`src/rtl/rc6_rk_mem.sv`:
```
// Round key memory with one write port and one registered read port.
`default_nettype none
module rc6_rk_mem #(
   parameter int DEPTH = 44,
   parameter int AW = 6
) (
   input wire logic clock,
   input wire logic wr_en,
   input wire logic [AW-1:0] wr_addr,
   input wire logic [31:0] wr_data,
   input wire logic [AW-1:0] rd_addr,
   output logic [31:0] rd_data
);
   logic [31:0] mem [DEPTH];
   always_ff @(posedge clock) begin
      if (wr_en) begin
         mem[wr_addr] <= wr_data;
      end
      rd_data <= mem[rd_addr];
   end
endmodule
`default_nettype wire

```
`config.mk`:
```
export PLATFORM = sky130hd
export DESIGN_NAME = rc6_rk_mem
export DESIGN_NICKNAME = d
export VERILOG_FILES = /design/src/rtl/rc6_rk_mem.sv
export SDC_FILE = /design/constraint.sdc
export NUM_CORES = 1
export LEC_CHECK = 0
export ABC_AREA = 1
export BUFFER_PORTS_ARGS = -buffer_cell sky130_fd_sc_hd__buf_2
export CELL_PAD_IN_SITES_DETAIL_PLACEMENT = 0
export CELL_PAD_IN_SITES_GLOBAL_PLACEMENT = 1
export CORE_MARGIN = 8
export CORE_UTILIZATION = 50
export DETAILED_ROUTE_END_ITERATION = 7
export HOLD_SLACK_MARGIN = 0.05
export PLACE_DENSITY_LB_ADDON = 0.3
export SETUP_SLACK_MARGIN = 0.2
export SLEW_MARGIN = 20
export SYNTH_ARGS = -nofsm -noshare
export SYNTH_HDL_FRONTEND = slang
export SYNTH_SLANG_ARGS = --single-unit
```
`constraint.sdc`:
```
create_clock -name clock -period 4.33 [get_ports clock]
set_input_delay 0.866 -clock clock [delete_from_list [all_inputs] [get_ports clock]]
set_output_delay 0.866 -clock clock [all_outputs]
set_load 0.03 [all_outputs]
```
==> results of run 1 <==
-- per-stage QoR --
step | std cells | utilization (%) | cell area (sq um) | hold WS (ns) | worst slack, ns
6_report | 6345 | 56.4 | 64200 | 0.588 | 1.57
5_1_grt | 6333 | 56.3 | 64200 | 0.583 | 1.57
4_1_cts | 6333 | 56.3 | 64100 | 0.534 | 1.61
3_5_place_dp | 6073 | 52.3 | 59500 | 0.693 | 0.821
3_3_place_gp | 6073 | 52.3 | 59500 | 0.675 | 0.806
2_1_floorplan | 4670 | - | 57200 | 0.640 | 0.405
-- cells in the mapped netlist --
cell type	number
buf_6	33
buf_8	1
nor2_1	213
o21ai_1	23
buf_1	31
inv_2	2
buf_12	1
o21ai_0	167
buf_2	53
nand3_1	970
dfxtp_1	32
buf_4	22
edfxtp_1	1408
nor3_1	9
inv_1	37
nand2_1	1442
o221ai_1	32
o22ai_1	30
clkinv_1	1
clkbuf_1	163
-- sequential cells by signal (all words and copies together) (netlist names) --
name     count
rd_data     32
mem       1408
-- cells by family (layout without fill, tap and decap cells) --
family | count (synthesis) | in the layout | synth area share (%)
compound gates | 252 | 252 | 2.48
buf+inv | 344 | 495 | 3.00
flops | 1440 | 1440 | 75.1
other cells | 0 | 12 | 0
simple gates | 2634 | 2634 | 19.4
-- power breakdown --
| part | internal, W | switching, W |
|---|---|---|
| Clock | 0.00698 | 0.00522 |
| Combinational | 0.000431 | 0.00139 |
| Sequential | 0.0154 | 0.0000817 |
-- layer usage --
| metal | GRT usage [%] | up-vias | routed length [microns] |
|---|---|---|---|
| li1 | - | 16700 | - |
| met1 | 34.6 | 18400 | 66900 |
| met2 | 38.7 | 1458 | 73800 |
| met3 | 3.97 | 247 | 11400 |
| met4 | 10.2 | 0 | 6480 |
| met5 | 0 | - | 0 |
-- how the worst max path moves through the flow --
stage	slack [ns]	end	cells past startpoint	start
final	1.57	rd_data[11]	8	rd_addr[2]
after global routing	1.57	rd_data[11]	8	rd_addr[2]
after CTS	1.61	rd_data[11]	8	rd_addr[2]
after detailed placement	0.82	rd_data[11]	8	rd_addr[2]
after global placement	0.81	rd_data[11]	8	rd_addr[2]
after floorplan	0.40	mem[5][0]	3	wr_en
-- cell type report --
type                            count  area share, %
Inverter                           40          0.269
Multi-Input combinational cell   2886           20.0
Timing Repair Buffer              195           2.60
Clock inverter                     62          0.737
Clock buffer                      198           6.49
Tap cell                         1512           2.95
Sequential cell                  1440           66.9
Antenna cell                       12         0.0468
-- worst reg2reg max path, delay by kind of cell (launching register included) --
kind	cells	cell delay (ns)
AND/OR/NAND/NOR	8	1.10
flip-flops	1	0.37
==> flow_summary_export.csv, run 1 <==
group,metric,value,unit
routing,drt_first_pass_iters,5,
critical_path,r2r_start,"mem[25][22]",
routing,wire_per_inst,25.0,microns
critical_path,startpoint_type,"input port",
floorplan,core,0.114,sq mm
critical_path,cp-end-kind,"flop",
floorplan,start_util,50.2,%
clocking,clk_pin_slew,0.06,ns
routing,dr_total_vias,36800,
critical_path,r2r_end,"rd_data[22]",
clocking,clock_sinks,1440,
critical_path,cp.arrival,3.44,ns
clocking,htreeDepth,4,
global_route,grtUsageTotal,24.7,%
critical_path,critical_path.max_stage_delay,0.65,ns
hold_path,hold_path_class,"in2reg",
timing,rsz0062_at_grt,"false",
final_layout,multi_input_area,0.0129,sq mm
yosys,syn-num-nets,4716,
floorplan,fp-row-count,124,
critical_path,cp_top_family,"buffers and inverters",
critical_path,rrSetupSlack,2.72,ns
yosys,seq_area_frac_synth,75.1,%
yosys,synth.avg_cell_area,12.2,sq um
flow_run,cap_violations,0,
floorplan,dieArea,0.125,sq mm
clocking,ctsHoldBuffers,0,
routing,remaining_drc_errors,0,
yosys,synthCells,4670,
critical_path,worst_path_most_repeated_cell,"nand3_1",
timing,finClkSkew,0.0277,ns
final_layout,ff_latch_area,0.0429,sq mm
yosys,ys.warnings.count,0,
place,gp_congestion,0.870,
critical_path,crit_fanout,64,
critical_path,worstSetupPathType,"in2reg",
yosys,ys_ff_latch,1440,
routing,antenna_left,0,
global_route,grt_max_degree,158,
global_route,grt.overflow.total,0,
routing,avgViaCountPerCell,5.80,
timing,setup_violations,0,
clocking,cts_resized,0,
routing,routed_wl,159,mm
final_layout,final_cell_mix,"nand2_1 (1,442), edfxtp_1 (1,408), nand3_1 (970)",
timing,period_share,63.8,%
critical_path,reg2regPathDepth,8,
run_status,outcome,"complete, no violations",
pwr,powerDensity,460,mW/mm^2
critical_path,slowest_stage,"inv_6",
clocking,clock_latency,0.76,ns
global_route,grt_pass1_wl,233,mm
timing,maxSlewViolCount,0,
pwr,p_leak,22.5,nW
timing,hold_viol_final,0,
yosys,yosys.area.top_type,"edfxtp_1",
critical_path,cp_num_buf_inv,4,
timing,slew_headroom,27.6,%
final_layout,areaGrowthSynthToFinish,12.3,%
yosys,synth_top_area_share,74.0,%
clocking,cts_setup_buffers,0,
floorplan,boundaryPins,78,
yosys,netlist_area,0.0572,sq mm
yosys,yosysUniqueCellTypes,20,
timing,max_freq,0.362,GHz
final_layout,nets,4755,
timing,worst_pin_slew,1.09,ns
critical_path,crit_chain,"clkbuf_8 > inv_6 > buf_4 > buf_4 > nand3_1 > nand3_1 > nand3_1 > nand2_1",
final_layout,drive_gt1_share,9.31,%
place,portBuffers,77,
timing,tns,0,ns
clocking,root_buffer,"clkbuf_16",
pwr,total_power,0.0295,W
yosys,synth_area_leaders,"edfxtp_1 (74%), nand2_1 (9.5%), nand3_1 (8.5%)",
hold_path,min_to,"rd_data[16]",
floorplan,die_x,354,microns
routing,drtIter0Drc,4025,
clocking,cts_tree,"built",
timing,fin_crit,2.76,ns
floorplan,fp.dieH,354,microns
critical_path,worst_ep_required_time,5.01,ns
clocking,cts_made_buffers,146,
clocking,clk_path_buf_depth,3,
pwr,vdd_drop_max,0.369,mV
final_layout,final_common_cell,"nand2_1",
hold_path,hold_path_depth,5,
hold_path,min_from,"rd_addr[3]",
place,hpwl,89.0,mm
global_route,antenna_found_initial,12,
final_layout,fillCellCount,9316,
global_route,grt_pass1_vias,35000,
Note: power is estimated with default switching activity, not from simulation.
==> inputs of run 2 (changes only) <==
--- a/config.mk
+++ b/config.mk
@@ -10,7 +10,7 @@
 export CELL_PAD_IN_SITES_DETAIL_PLACEMENT = 0
 export CELL_PAD_IN_SITES_GLOBAL_PLACEMENT = 1
 export CORE_MARGIN = 8
-export CORE_UTILIZATION = 50
+export CORE_UTILIZATION = 47
 export DETAILED_ROUTE_END_ITERATION = 7
 export HOLD_SLACK_MARGIN = 0.05
 export PLACE_DENSITY_LB_ADDON = 0.3
==> constraint.sdc (replaced) <==
create_clock -name clock -period 2.5 [get_ports clock]
set_input_delay 0.5 -clock clock [delete_from_list [all_inputs] [get_ports clock]]
set_output_delay 0.5 -clock clock [all_outputs]
set_load 0.03 [all_outputs]
==> run 2 against run 1 <==
Against the previous run:
- global-route usage fell by 0.46 points
- non-clock buffer count rose by 94
- die area rose by 6.1%
- power rose by 77%
- clock skew fell by 0.0013 ns
- largest cell class unchanged
- utilization fell by 1.7 points
==> flow_summary_export.csv, run 2 (synthesized netlist as in run 1, its figures left out) <==
group,metric,value,unit
run_status,outcome,"complete, no violations",
global_route,grt.overflow.total,0,
flow_run,cap_violations,0,
critical_path,slowest_stage,"dfxtp_1",
final_layout,postLayoutCellArea,0.0663,sq mm
clocking,clk_path_buf_depth,3,
final_layout,fillCellCount,10100,
critical_path,startpoint_type,"flop",
timing,fin_crit,2.17,ns
final_layout,top_register,"mem",
clocking,clk_pin_slew,0.06,ns
routing,dr_total_vias,37200,
global_route,grt_max_degree,129,
global_route,grtUsageTotal,24.2,%
final_layout,areaGrowthSynthToFinish,15.9,%
clocking,clock_latency,0.77,ns
final_layout,final_common_cell,"nand2_1",
pwr,vdd_drop_max,0.618,mV
timing,slew_headroom,39.0,%
global_route,grt_pass1_vias,35600,
place,gp_congestion,0.802,
global_route,grt_pass1_wl,239,mm
final_layout,final_cell_mix,"nand2_1 (1,442), edfxtp_1 (1,408), nand3_1 (970)",
critical_path,crit_chain,"buf_2",
routing,avgViaCountPerCell,5.67,
critical_path,worst_ep_required_time,2.00,ns
place,portBuffers,77,
timing,worst_pin_slew,0.914,ns
floorplan,start_util,47.2,%
clocking,cts_setup_buffers,0,
critical_path,crit_fanout,1,
routing,drt_first_pass_iters,6,
final_layout,largest_register_ffs,1408,
timing,hold_viol_final,0,
pwr,powerDensity,789,mW/mm^2
timing,rsz0062_at_grt,"false",
critical_path,cp.arrival,1.67,ns
hold_path,hold_path_class,"in2reg",
critical_path,cp_top_family,"flip-flops",
clocking,cts_tree,"built",
timing,setup_violations,0,
floorplan,die_x,365,microns
final_layout,multi_input_area,0.0129,sq mm
timing,max_freq,0.462,GHz
place,hpwl,91.0,mm
timing,tns,0,ns
floorplan,dieArea,0.133,sq mm
clocking,cts_made_buffers,150,
clocking,clock_sinks,1440,
final_layout,ff_latch_area,0.0429,sq mm
pwr,p_leak,23.4,nW
critical_path,critical_path.max_stage_delay,0.61,ns
clocking,root_buffer,"clkbuf_16",
routing,antenna_left,0,
floorplan,fp.dieH,365,microns
routing,wire_per_inst,24.8,microns
final_layout,drive_gt1_share,11.2,%
timing,period_share,86.7,%
routing,routed_wl,163,mm
clocking,ctsHoldBuffers,0,
clocking,cts_resized,0,
routing,drtIter0Drc,4045,
timing,maxSlewViolCount,0,
routing,remaining_drc_errors,0,
global_route,antenna_found_initial,10,
floorplan,core,0.121,sq mm
timing,finClkSkew,0.0264,ns
clocking,htreeDepth,4,
final_layout,reg_top3,"mem x1408, rd_data x32",
critical_path,cp-end-kind,"output port",
floorplan,boundaryPins,78,
critical_path,cp_num_buf_inv,1,
final_layout,nets,4853,
place,placed_area,0.0613,sq mm
critical_path,worstSetupPathType,"reg2out",
floorplan,fp-row-count,128,
run 2: final cells by class:
cell class | count | area share, %
Antenna cell | 3 | 0.0113
Tap cell | 1625 | 3.07
Clock buffer | 211 | 6.30
Inverter | 40 | 0.261
Sequential cell | 1440 | 64.8
Clock inverter | 67 | 1.12
Multi-Input combinational cell | 2886 | 19.4
Timing Repair Buffer | 289 | 5.03
run 2: report_power, final:
group / leakage, nW / internal [W] / switching, W
Sequential: 12.9 / 0.0267 / 0.000124
Clock: 2.41 / 0.0129 / 0.00929
Combinational: 8.07 / 0.000904 / 0.00236
Total: 23.4 / 0.0405 / 0.0118
run 2: stage by stage:
| stage | std cells | total power, W | setup WS [ns] | utilization (%) | hold WS [ns] |
|---|---|---|---|---|---|
| 2_1_floorplan | 4670 | 0.0290 | -0.218 | - | 0.599 |
| 3_3_place_gp | 6280 | 0.0306 | -0.112 | 50.6 | 0.669 |
| 3_5_place_dp | 6280 | 0.0306 | -0.130 | 50.6 | 0.689 |
| 4_1_cts | 6558 | 0.0526 | 0.228 | 54.6 | 0.172 |
| 5_1_grt | 6558 | 0.0538 | 0.313 | 54.6 | 0.197 |
| 6_report | 6561 | 0.0523 | 0.334 | 54.7 | 0.196 |
run 2: layer usage:
| layer | up-vias | track usage (%) | wire (microns) |
|---|---|---|---|
| met1 | 18600 | 34.8 | 69400 |
| met5 | - | 0 | 41 |
| met4 | 6 | 7.46 | 4360 |
| li1 | 16900 | - | - |
| met2 | 1537 | 38.6 | 76300 |
| met3 | 235 | 3.37 | 12400 |
run 2: path summary, 6_finish.rpt:
kind / startpoint / end / slack [ns] / depth (start not counted)
setup reg to reg: mem[18][9] / rd_data[9] / 1.05 / 8
hold reg to reg: mem[40][18] / rd_data[18] / 0.70 / 4
setup / recovery: rd_data[12] / rd_data[12] / 0.33 / 1
hold / removal: wr_data[26] / mem[40][26] / 0.20 / 2
